`src/tpsi_pkg.sv`:
```
`timescale 1ns / 1ps
// Shared types and constants for the padded-tensor source index pipeline.
// No dependencies; used by the interfaces, the remainder lane and the core.
package tpsi_pkg;

   // Rank handling: fields are always four wide, only the inner dims are active
   localparam int DIMS        = 4;
   localparam int NUM_FIELDS  = 4;
   localparam int ACTIVE_DIMS = (DIMS > NUM_FIELDS) ? NUM_FIELDS : ((DIMS < 1) ? 1 : DIMS);
   localparam int FIRST_DIM   = NUM_FIELDS - ACTIVE_DIMS;

   localparam int COORD_W = 16;
   localparam int DIFF_W  = COORD_W + 2;   // coord - signed pad
   localparam int ABS_W   = COORD_W + 1;   // magnitude of that difference
   localparam int IDX_W   = 64;
   localparam int FILL_W  = 32;
   localparam int CFG_W   = 64;
   localparam int CSR_IDX_W = 2;

   // remainder unit resolves one quotient bit per stage
   localparam int DIV_STAGES = ABS_W;

   typedef enum logic [1:0] {
      MODE_CONST   = 2'd0,
      MODE_REFLECT = 2'd1,
      MODE_EDGE    = 2'd2,
      MODE_WRAP    = 2'd3
   } border_mode_type;

   typedef enum logic [CSR_IDX_W-1:0] {
      CSR_SHAPE = 2'd0,
      CSR_PADS  = 2'd1,
      CSR_MODE  = 2'd2,
      CSR_FILL  = 2'd3
   } csr_index_type;

   // per-lane side flags riding along with the remainder
   typedef struct packed {
      logic neg;       // shifted coordinate below zero
      logic outside;   // shifted coordinate outside [0, len)
   } lane_flags_type;

endpackage

```
`src/tpsi_rem.sv`:
```
`timescale 1ns / 1ps
// One lane of the pipelined restoring remainder: abs_in mod modulus.
// Depends on tpsi_pkg; modulus is static configuration during operation.
module tpsi_rem import tpsi_pkg::*; (
   input  logic                 clock,
   input  logic                 enable,
   input  logic [ABS_W-1:0]     abs_in,
   input  lane_flags_type       flags_in,
   input  logic [ABS_W-1:0]     modulus,
   output logic [ABS_W-1:0]     rem_out,
   output lane_flags_type       flags_out
);

   logic [ABS_W-1:0]  rem_ff   [DIV_STAGES];
   lane_flags_type    flags_ff [DIV_STAGES];

   // stage j tries to subtract modulus << (DIV_STAGES-1-j)
   for (genvar j = 0; j < DIV_STAGES; j++) begin : g_stage
      logic [ABS_W-1:0]   src;
      lane_flags_type     src_flags;
      logic [2*ABS_W-1:0] divisor;
      logic [ABS_W-1:0]   rem_in;

      if (j == 0) begin : g_first
         assign src       = abs_in;
         assign src_flags = flags_in;
      end else begin : g_next
         assign src       = rem_ff[j-1];
         assign src_flags = flags_ff[j-1];
      end

      always_comb begin
         divisor = {{ABS_W{1'b0}}, modulus} << (DIV_STAGES - 1 - j);
         if ({{ABS_W{1'b0}}, src} >= divisor) begin
            rem_in = src - divisor[ABS_W-1:0];
         end else begin
            rem_in = src;
         end
      end

      always_ff @(posedge clock) begin
         if (enable) begin
            rem_ff[j]   <= rem_in;
            flags_ff[j] <= src_flags;
         end
      end
   end

   assign rem_out   = rem_ff[DIV_STAGES-1];
   assign flags_out = flags_ff[DIV_STAGES-1];

endmodule

```
`config.mk`:
```
export PLATFORM = sky130hd
export DESIGN_NAME = tpsi_rem
export DESIGN_NICKNAME = d
export VERILOG_FILES = /design/src/tpsi_pkg.sv /design/src/tpsi_rem.sv
export SDC_FILE = /design/constraint.sdc
export NUM_CORES = 1
export LEC_CHECK = 0
export BUFFER_PORTS_ARGS = -buffer_cell sky130_fd_sc_hd__buf_2
export CAP_MARGIN = 10
export CORE_MARGIN = 2
export CORE_UTILIZATION = 65
export DETAILED_ROUTE_END_ITERATION = 16
export PLACE_DENSITY = 0.85
export SYNTH_ARGS = -nofsm -noshare
export SYNTH_HDL_FRONTEND = slang
export SYNTH_SLANG_ARGS = --single-unit
```
`constraint.sdc`:
```
create_clock -name clock -period 6.89 [get_ports clock]
set_input_delay 1.0335 -clock clock [delete_from_list [all_inputs] [get_ports clock]]
set_output_delay 1.0335 -clock clock [all_outputs]
set_load 0.05 [all_outputs]
```
Word-level counts from Yosys, hierarchy flattened
Memories as Yosys holds them, arrays and structs flattened.
Index checks and enable logic that the tools add are counted.
{ "totals": {"mem_bits_rw": 323, "word_cells": 55, "latch_bits": 0, "memories": 2, "mem_bits_ro": 0, "register_bits": 0} }
{ "mem_list": {"columns": ["memory", "words", "width", "read_ports", "rd_ports_with_merged_regs", "wr", "line_no", "text"], "rows": [
  ["rem_ff", 17, 17, 17, 0, 17, "tpsi_rem.sv:14", "logic [ABS_W-1:0] rem_ff [DIV_STAGES];"],
  ["flags_ff", 17, 2, 17, 0, 17, "tpsi_rem.sv:15", "lane_flags_type flags_ff [DIV_STAGES];"]
]} }
{ "op_classes": {"mul": 0, "n_shift": 0, "n_reduce_logical": 0, "mux": 19, "n_bitwise": 0, "magnitude_cmp": 17, "n_addsub": 17, "n_eq_ne": 0, "n_div": 0} }
{ "op_table": {"columns": ["op", "count"], "rows": [
  ["17-bit two-way mux", 17],
  ["17-bit subtractor", 17],
  ["17-bit by 33-bit greater-or-equal comparator with 1-bit output", 1],
  ["17-bit by 32-bit greater-or-equal comparator with 1-bit output", 1],
  ["17-bit by 31-bit greater-or-equal comparator with 1-bit output", 1],
  ["17-bit by 30-bit greater-or-equal comparator with 1-bit output", 1],
  ["17-bit by 29-bit greater-or-equal comparator with 1-bit output", 1],
  ["17-bit by 28-bit greater-or-equal comparator with 1-bit output", 1],
  ["17-bit by 27-bit greater-or-equal comparator with 1-bit output", 1],
  ["17-bit by 26-bit greater-or-equal comparator with 1-bit output", 1],
  ["17-bit by 25-bit greater-or-equal comparator with 1-bit output", 1],
  ["17-bit by 24-bit greater-or-equal comparator with 1-bit output", 1],
  ["17-bit by 23-bit greater-or-equal comparator with 1-bit output", 1],
  ["17-bit by 22-bit greater-or-equal comparator with 1-bit output", 1],
  ["17-bit by 21-bit greater-or-equal comparator with 1-bit output", 1],
  ["17-bit by 20-bit greater-or-equal comparator with 1-bit output", 1],
  ["17-bit by 19-bit greater-or-equal comparator with 1-bit output", 1],
  ["17-bit by 18-bit greater-or-equal comparator with 1-bit output", 1],
  ["17-bit greater-or-equal comparator", 1],
  ["1-bit two-way mux", 2]
]} }

Logic depth before layout (Yosys ltp)
Gate-level depths: netlist of run 1.
An unclocked memory read counts as a cell.
{ "logic_depth": {"depth_word": 3, "mapped_depth": 11, "mapped_depth_nobuf": 11} }

Worst setup path after synthesis of run 1
No wires, ideal clock.
{ "synth_timing": {"path_kind": "input port to flip-flop", "from": "input modulus[1]", "to": "memory rem_ff[1][60] in the netlist's numbering, data pin", "n_path_buf": 1, "setup_slack_ns": 3.230, "required_ns": 6.630, "stages": 10, "arrival_time_ns": 3.400, "setup_time_ns": 0.260, "cell_sequence": "inv_1 > ha_1 > nand2b_1 > a21oi_1 > a211oi_1 > o221a_2 > a21oi_1 > o21ai_0 > buf_2 > mux2_2"} }
{ "synth_lines": {"columns": ["item", "line_no", "text"], "rows": [
  ["start: declaration", "tpsi_rem.sv:9", "input logic [ABS_W-1:0] modulus,"],
  ["end: declaration", "tpsi_rem.sv:14", null]
]} }

==> out/metrics.sh, run 1 <==
MULTI_INPUT_GATE_AREA_IN_THE_FINAL_LAYOUT_UM2=8520
HPWLAFTERDP_UM=28400
POST-ROUTE-PERIOD-UTIL_PCT=66.0
HOLD_PATH_CLASS='reg -> reg'
TIME_THE_FINAL_WORST_PATH_NEEDS_WITH_I_O_DELAYS_AND_SETUP_NS=4.55
TOP_LEVEL_PORTS=57
CTS_INSERTED_BUFFERS=36
WORST_SLEW_PIN_SLEW_NS=1.06
FIRST_PASS_GRT_WIRE_LENGTH_UM=65100
CORE_AREA_UM2=28000
POST_CTS.REPAIR.SETUP_BUFFERS=0
CRITPATHSLOWESTCELL='sky130_fd_sc_hd__o21ai_0'
PATH_CELLS='buf_2 > inv_1 > ha_1 > nand2b_1 > a21oi_1 > a211oi_1 > o221a_2 > a21oi_1 > o21ai_0 > buf_4 > mux2_2'
SYNTH.TOP_CELLS.BY_AREA='sky130_fd_sc_hd__edfxtp_1 (52%), sky130_fd_sc_hd__ha_1 (10%), sky130_fd_sc_hd__mux2_2 (5.4%)'
TRITONCTS_NUM_SINKS=323
PLACER_S_FINAL_ROUTABILITY_CONGESTION_ESTIMATE=0.885
ASYNCSETRESETFLOPFRACSYNTH_PCT=0
SYNTH-EDFF-COUNT=323
REPORT.FINAL.SETUP_VIOL=0
TIMING.MAX_CAP.VIOLATIONS=0
CTS_HOLD_BUF=0
FILLCELLCOUNT=1813
REMAINING_DRC_ERRORS=0
SETUP_CRIT_END_KIND='flop'
SYNTH-SEQ-CELLS=323
SYNTH.DISTINCT_CELLS=78
VDD_DROP_MAX_mV=0.241
CTS_TREE='done'
RRSETUPSLACK_NS=3.54
GLOBALROUTE.TOTALOVERFLOW=0
CP_COMMON_CELL='sky130_fd_sc_hd__a21oi_1'
DIE_AREA_UM2=30100
CRIT_ARRIVAL_NS=4.82
CLOCKROOTBUFFER='sky130_fd_sc_hd__clkbuf_16'
DETAILROUTE.VIA_COUNT=12800
TIMING_MAX_TRANSITION_VIOLATIONS_FINAL=0
CP-START-KIND='primary input'
SETUP-TNS-FINAL_NS=0
HOLD_VIOL_FINAL=0
GRT_SETUP_UNREPAIRED='false'
AVGSYNTHCELLAREA_UM2=12.3
FMAX_MHz=220
FP-ROW-COUNT=61
DIE-WIDTH_UM=173
CRIT_PATH_MAX_FANOUT=15
DRT_FIRST_ITER_VIOLATIONS=1189
SHARE_OF_POST_ROUTE_CELLS_WITH_DRIVE_STRENGTH_ABOVE_1_PCT=15.0
ROUTED_WL_UM=41100
WORSTPATHREQUIRED_NS=7.16
DIE_HEIGHT_UM=173
CLKLATENCYLATEPIN_NS=0.54
CTS_HTREE_LEVELS=2
GRT_PASS1_VIAS=12700
WORSTPATHBUFFERINVERTERCOUNT=3
FINISH.UTILIZATION_PCT=73.5
HOLD_WS_NS=0.417
DETAIL_ROUTE.FIRST_PASS.ITERATIONS=7
YOSYS_WARNINGS=0
POWER_PER_CELL_AREA_nW_PER_UM2=254
SYN-CELL-AREA_UM2=18600
WIRE_PER_INST_UM=20.5
CTS_MAX_PATH_BUFFERS=3
CPLARGESTDELAYFAMILY='compound AO/OA/AOI/OAI gates'
PATH_CLASS='in -> reg'
LARGEST_AREA_CONTRIBUTOR_IN_THE_SYNTHESIZED_NETLIST='sky130_fd_sc_hd__edfxtp_1'
NUMBER_OF_ANTENNA_VIOLATIONS_AT_THE_FIRST_CHECK_IN_GLOBAL_ROUTING=1
PLACE_WS_NS=1.86
FINALCLOCKSKEW_NS=0.0183
FLOW.AREA_GROWTH_FROM_SYNTHESIS_PCT=10.4
WORST_PATH_LARGEST_CELL_DELAY_NS=0.62
ROUTE.DETAILED.VIAS_PER_INST=6.36
SYNTH_TOP_FLOP_CELL='sky130_fd_sc_hd__edfxtp_1'
POSTSYNTHCELLCOUNT=1512
FINAL_NETS=1809
CTS-RESIZED-GATES=0
GLOBAL_ROUTING_USAGE_SUMMED_ACROSS_ALL_ROUTING_LAYERS_PCT=27.3
SYNTH.NET_COUNT=1718
GRT_START_MAX_NET_PINS=185
SEQ_AREA_FRAC_SYNTH_PCT=52.0
SEQUENTIAL_CELL_AREA_UM2=9700
CLKSLEWWORSTSETUPHOLDPATHS_NS=0.06
NUMPORTBUFFERS=56
FINAL_WORST_PATH_SETUP_SLACK_NS=2.34
POSTROUTEANTENNANETS=0
POST-SYNTH-TOP-AREA-FRACTION_PCT=52.0
POWER_LEAKAGE_nW=8.16
START_UTIL_PCT=66.6
SLEW_HEADROOM_PCT=28.8
OUTCOME='complete, no violations'
==> metal layers <==
| metal | global-route usage, % | wire (µm) |
|---|---|---|
| met5 | 0 | 0 |
| met4 | 9.18 | 1250 |
| met3 | 4.96 | 3440 |
| met2 | 45.5 | 19400 |
| met1 | 36.5 | 17000 |
==> final timing paths <==
check	from	endpoint	depth (start not counted)
hold reg to reg	flags_ff[1][6]$_DFFE_PP_	flags_ff[1][8]$_DFFE_PP_	0
hold / removal	flags_ff[1][6]$_DFFE_PP_	flags_ff[1][8]$_DFFE_PP_	0
setup reg to reg	rem_ff[1][131]$_DFFE_PP_	rem_ff[2][6]$_DFFE_PP_	8
setup / recovery	modulus[1]	rem_ff[1][58]$_DFFE_PP_	11
==> cell usage in the layout, fill, tap and decap left out, types with 5 or more instances in the layout <==
master                      count
sky130_fd_sc_hd__mux2i_1       32
sky130_fd_sc_hd__clkbuf_16     36
sky130_fd_sc_hd__a211o_1        5
sky130_fd_sc_hd__or3_1         11
sky130_fd_sc_hd__nor2_1        72
sky130_fd_sc_hd__a21o_1        34
sky130_fd_sc_hd__nor4_1        24
sky130_fd_sc_hd__mux2_2        89
sky130_fd_sc_hd__a211oi_1      10
sky130_fd_sc_hd__clkbuf_1       7
sky130_fd_sc_hd__o211ai_1       8
sky130_fd_sc_hd__buf_2         55
sky130_fd_sc_hd__a21oi_1       75
sky130_fd_sc_hd__fa_1          15
sky130_fd_sc_hd__or2_2          7
sky130_fd_sc_hd__nand3_1       30
sky130_fd_sc_hd__edfxtp_1     323
sky130_fd_sc_hd__inv_1         93
sky130_fd_sc_hd__nor2b_1       38
sky130_fd_sc_hd__a21boi_0      15
sky130_fd_sc_hd__and2_1         5
sky130_fd_sc_hd__o21ai_0       86
sky130_fd_sc_hd__o31a_1         8
sky130_fd_sc_hd__clkinv_2       8
sky130_fd_sc_hd__nand2_1       76
sky130_fd_sc_hd__o31ai_1        5
sky130_fd_sc_hd__ha_1         153
sky130_fd_sc_hd__nand2b_1      16
sky130_fd_sc_hd__nor4b_1        7
sky130_fd_sc_hd__o21a_1        18
sky130_fd_sc_hd__nand4_1       20
sky130_fd_sc_hd__buf_4         11
sky130_fd_sc_hd__and3_1         8
sky130_fd_sc_hd__nand4b_1       5
sky130_fd_sc_hd__xor2_1        30
sky130_fd_sc_hd__nor3_1        23
sky130_fd_sc_hd__xnor2_1       59
sky130_fd_sc_hd__a31oi_1       18
==> flip-flops by register name, indices dropped and copies added, names as in the netlist <==
name      cells
rem_ff      289
flags_ff     34
==> per-stage QoR <==
| stage | std cells | power (mW) | area (µm²) |
|---|---|---|---|
| 3_3_place_gp | 1943 | 3.37 | 19400 |
| 3_5_place_dp | 1943 | 3.40 | 19400 |
| 4_1_cts | 2006 | 5.24 | 20600 |
| 5_1_grt | 2006 | 5.44 | 20600 |
| 6_report | 2007 | 5.23 | 20600 |
| 2_1_floorplan | 1512 | 3.14 | 18600 |
==> worst register-to-register path: stages (launching register included) <==
cell and delay [ns]:
sky130_fd_sc_hd__edfxtp_1 0.41, sky130_fd_sc_hd__ha_1 0.34, sky130_fd_sc_hd__and3_1 0.23, sky130_fd_sc_hd__nor2b_1 0.16, sky130_fd_sc_hd__a221oi_1 0.55, sky130_fd_sc_hd__nand2_1 0.13, sky130_fd_sc_hd__o21ai_1 0.84, sky130_fd_sc_hd__buf_4 0.32
sky130_fd_sc_hd__o21ai_0 0.11
==> cell usage after synthesis (8+ instances only) <==
cell type and instances:
sky130_fd_sc_hd__xnor2_1 59, sky130_fd_sc_hd__nor4_1 24, sky130_fd_sc_hd__mux2_2 89, sky130_fd_sc_hd__a211oi_1 10, sky130_fd_sc_hd__xor2_1 30, sky130_fd_sc_hd__o21ai_0 87, sky130_fd_sc_hd__buf_2 10, sky130_fd_sc_hd__inv_1 93
sky130_fd_sc_hd__nand2_1 76, sky130_fd_sc_hd__nor2b_1 38, sky130_fd_sc_hd__a21oi_1 75, sky130_fd_sc_hd__nor2_1 72, sky130_fd_sc_hd__nand3_1 30, sky130_fd_sc_hd__fa_1 15, sky130_fd_sc_hd__nand2b_1 16, sky130_fd_sc_hd__nor3_1 23
sky130_fd_sc_hd__a21boi_0 15, sky130_fd_sc_hd__edfxtp_1 323, sky130_fd_sc_hd__o211ai_1 8, sky130_fd_sc_hd__ha_1 153, sky130_fd_sc_hd__o21a_1 18, sky130_fd_sc_hd__a21o_1 34, sky130_fd_sc_hd__a31oi_1 19, sky130_fd_sc_hd__o31a_1 8
sky130_fd_sc_hd__or3_1 11, sky130_fd_sc_hd__and3_1 8, sky130_fd_sc_hd__nand4_1 20, sky130_fd_sc_hd__mux2i_1 32
==> layout make-up <==
type                       count  share of cell area [%]
tap                          378                    2.30
clock buffer                  43                    4.50
sequential                   323                    47.1
inverter                      93                    1.70
clock inverter                20                    1.08
multi-input combinational   1081                    41.4
antenna                        1                  0.0122
timing repair buffer          68                    1.91
==> report_power, final <==
group	total (mW)	leakage (nW)	internal (mW)	switching, mW
clock	1.84	0.558	1.05	0.786
combinational	0.977	4.44	0.392	0.585
sequential	2.42	3.16	2.34	0.0782
total	5.23	8.16	3.78	1.45
==> cells by family after synthesis <==
kind of cell / after synthesis / share of synthesized area [%]
simple gates: 361 / 10.2
mux: 125 / 7.42
compound gates: 338 / 12.0
flops: 323 / 52.0
xor+xnor: 89 / 4.18
fa+ha+maj: 168 / 11.9
buf+inv: 108 / 2.30
(Power assumes the default switching activity.)
==> run 2: changes to the inputs <==
Settings changed: CORE_UTILIZATION 65 to 63, PLACE_DENSITY 0.85 to 0.83.
Clock period 6.89 ns to 4.7 ns, I/O delays scaled along.
==> run 2 against run 1 <==
Combinational power is 48% higher; final cell count rose by 0.45%; sequential power rose by 46%; first-iteration DRC count up 0.84%; flip-flop and latch count stayed put; worst hold slack lost 0.049 ns; clock skew is 0.0048 ns higher; wire length rose by 0.98%; design area rose by 0.14%; clock power grew 45%; worst setup slack worse by 1.0 ns; clock-buffer cell count down 1.
==> out/metrics.sh, run 2 (synthesis results as in run 1) <==
CTS_HTREE_LEVELS=2  # unchanged
DRT_FIRST_ITER_VIOLATIONS=1199  # +0.84%
GLOBAL_ROUTING_USAGE_SUMMED_ACROSS_ALL_ROUTING_LAYERS_PCT=27.2  # -0.10 points
GRT.MET3_USAGE_PCT=5.19  # +0.23 points
GRT_START_MAX_NET_PINS=121  # -35%
POWER.SWITCHING_mW=2.09  # +44%
PATH_CELLS='buf_2 > inv_1 > buf_4 > ha_1 > o21ai_0 > a21boi_0 > o21ai_0 > a21oi_1 > o311ai_2 > mux2_2'
FINAL_WORST_PATH_SETUP_SLACK_NS=1.30  # -1.04 ns
WIRE_PER_INST_UM=20.6  # +0.53%
HPWLAFTERDP_UM=29600  # +4.3%
DIE_HEIGHT_UM=176  # +1.5%
WORSTPATHREQUIRED_NS=4.97  # -2.19 ns
CRITPATHSLOWESTCELL='sky130_fd_sc_hd__o311ai_2'
DIE_AREA_UM2=31000  # +3.1%
LARGEST_REGISTERS='rem_ff x289, flags_ff x34'
CTS_TREE='done'
SETUP_CRIT_END_KIND='flop'
SHARE_COMB_OF_TOTAL_POWER_PCT=18.9  # +0.2 points
RR_WORST_DEPTH=7  # -1
LARGEST_REGISTER_FFS=289  # unchanged
MOST_USED_ROUTING_LAYER='met2'
TIMING.MAX_CAP.VIOLATIONS=0  # unchanged
TIMING.CRITICAL_PATH.DEPTH=10  # -1
SETUP-TNS-FINAL_NS=0  # unchanged
GRT_SETUP_UNREPAIRED='false'
SLEW_HEADROOM_PCT=36.2  # +7.4 points
GRT_PASS1_VIAS=12800  # +0.97%
HOLD_DEPTH=1  # +1
WORST_PATH_LARGEST_CELL_DELAY_NS=0.65  # +0.03 ns
INTERNAL-POWER_mW=5.55  # +47%
REMAINING_DRC_ERRORS=0  # unchanged
NUMPORTBUFFERS=56  # unchanged
START_UTIL_PCT=64.4  # -2.1 points
FINAL_NETS=1816  # +0.39%
POWER_SWITCHING_SHARE_PCT=27.4  # -0.32 points
PLACE_WS_NS=0.780  # -1.08 ns
GLOBALROUTE.TOTALOVERFLOW=0  # unchanged
MOSTFREQUENTLAYOUTCELL='sky130_fd_sc_hd__edfxtp_1'
POWER_LEAKAGE_nW=8.17  # +0.20%
FILLCELLCOUNT=1985  # +9.5%
CPLARGESTDELAYFAMILY='compound AO/OA/AOI/OAI gates'
POSTROUTEANTENNANETS=0  # unchanged
ROUTED_WL_UM=41500  # +0.98%
POWER.CLOCK.FRACTION_PCT=34.8  # -0.4 points
NUMBER_OF_ANTENNA_VIOLATIONS_AT_THE_FIRST_CHECK_IN_GLOBAL_ROUTING=0  # -1
TIME_THE_FINAL_WORST_PATH_NEEDS_WITH_I_O_DELAYS_AND_SETUP_NS=3.40
CRIT_PATH_MAX_FANOUT=12  # -3
CRIT_ARRIVAL_NS=3.67  # -1.15 ns
FMAX_MHz=294
CTS_MAX_PATH_BUFFERS=3  # unchanged
CP-START-KIND='primary input'
PLACE_INST=1957  # +0.72%
DETAIL_ROUTE.FIRST_PASS.ITERATIONS=5  # -2
HOLD_VIOL_FINAL=0  # unchanged
TOP_LEVEL_PORTS=57  # unchanged
FINALCLOCKSKEW_NS=0.0231  # +0.00478 ns
NUM_ANTENNA_CELLS=0  # -1
HOLD_PATH_CLASS='in -> reg'
SHARE_OF_POST_ROUTE_CELLS_WITH_DRIVE_STRENGTH_ABOVE_1_PCT=15.1  # +0.15 points
ROUTE.DETAILED.VIAS_PER_INST=6.33  # -0.44%
REGISTER_WITH_THE_MOST_FLIP_FLOPS='rem_ff'
CP_COMMON_CELL='sky130_fd_sc_hd__o21ai_0'
FP-ROW-COUNT=62  # +1.6%
DETAILROUTE.VIA_COUNT=12800  # +0.0078%
POST-ROUTE-PERIOD-UTIL_PCT=72.4
PATH_CLASS='in -> reg'
TRITONCTS_NUM_SINKS=323  # unchanged
CLKLATENCYLATEPIN_NS=0.53  # about the same
POWER_PER_CELL_AREA_nW_PER_UM2=371  # +46%
PLACER_S_FINAL_ROUTABILITY_CONGESTION_ESTIMATE=0.931  # +5.2%
CTS_INSERTED_BUFFERS=35  # -2.8%
GR-USAGE-MET2_PCT=46.4  # +0.94 points
VDD_DROP_MAX_mV=0.316  # +31%
WORSTPATHBUFFERINVERTERCOUNT=3  # unchanged
CORE_AREA_UM2=28900  # +3.3%
MOSTFREQUENTLAYOUTCELLS='sky130_fd_sc_hd__edfxtp_1 (323), sky130_fd_sc_hd__ha_1 (153), sky130_fd_sc_hd__inv_1 (93)'
SEQ_POWER_SHARE_PCT=46.3  # about the same
REPORT.FINAL.SETUP_VIOL=0  # unchanged
FINALNONFILLERCELLS=2016  # +0.45%
DIE-WIDTH_UM=176  # +1.5%
CTS_HOLD_BUF=0  # unchanged
FIRST_PASS_GRT_WIRE_LENGTH_UM=66000  # +1.4%
CTS-RESIZED-GATES=0  # unchanged
GR-USAGE-MET1_PCT=35.1  # -1.4 points
TIMING_MAX_TRANSITION_VIOLATIONS_FINAL=0  # unchanged
CLOCKROOTBUFFER='sky130_fd_sc_hd__clkbuf_16'
WORST_SLEW_PIN_SLEW_NS=0.957  # -0.104 ns
OUTCOME='complete, no violations'
CLKSLEWWORSTSETUPHOLDPATHS_NS=0.06  # about the same
FLOW.AREA_GROWTH_FROM_SYNTHESIS_PCT=10.6
POST_CTS.REPAIR.SETUP_BUFFERS=0  # unchanged
run 2: final timing paths:
check | startpoint | to | slack (ns)
worst max register to register | rem_ff[1][98]$_DFFE_PP_ | rem_ff[1][107]$_DFFE_PP_ | 1.49
worst max-delay path | modulus[2] | rem_ff[0][115]$_DFFE_PP_ | 1.30
worst min register to register | flags_ff[0][9]$_DFFE_PP_ | flags_ff[0][11]$_DFFE_PP_ | 0.41
worst min-delay path | flags_in[1] | flags_ff[0][1]$_DFFE_PP_ | 0.37
run 2: layer usage:
| layer | wire, µm | part of all wire [%] |
|---|---|---|
| met3 | 3140 | 7.6 |
| met2 | 20000 | 48 |
| met4 | 1320 | 3.2 |
| met5 | 0 | 0 |
| met1 | 17000 | 41 |
run 2: power groups by stage:
| stage | clock (mW) | combinational (mW) | sequential [mW] |
|---|---|---|---|
| after floorplan | 0 | 0.960 | 3.64 |
| after global placement | 0 | 1.35 | 3.59 |
| after detailed placement | 0 | 1.41 | 3.59 |
| after CTS | 2.69 | 1.43 | 3.54 |
| after global routing | 2.81 | 1.60 | 3.56 |
| final | 2.66 | 1.45 | 3.54 |
run 2: cell type report:
class | instances | area, µm² | area share (%)
clock buffers | 42 | 902 | 4.38
inverters | 93 | 349 | 1.69
well taps | 384 | 480 | 2.33
multi-input cells | 1081 | 8520 | 41.3
repair buffers | 76 | 465 | 2.26
flip-flops and latches | 323 | 9700 | 47.1
clock inverters | 17 | 198 | 0.959
run 2: stage by stage:
stage | hold WS [ns] | power (mW) | util [%] | instance area [µm²]
after floorplan | 0.400 | 4.60 | - | 18600
after global placement | 0.407 | 4.94 | 67.4 | 19500
after detailed placement | 0.405 | 5.00 | 67.4 | 19500
after CTS | 0.349 | 7.66 | 71.2 | 20600
after global routing | 0.345 | 7.96 | 71.2 | 20600
final | 0.368 | 7.65 | 71.2 | 20600
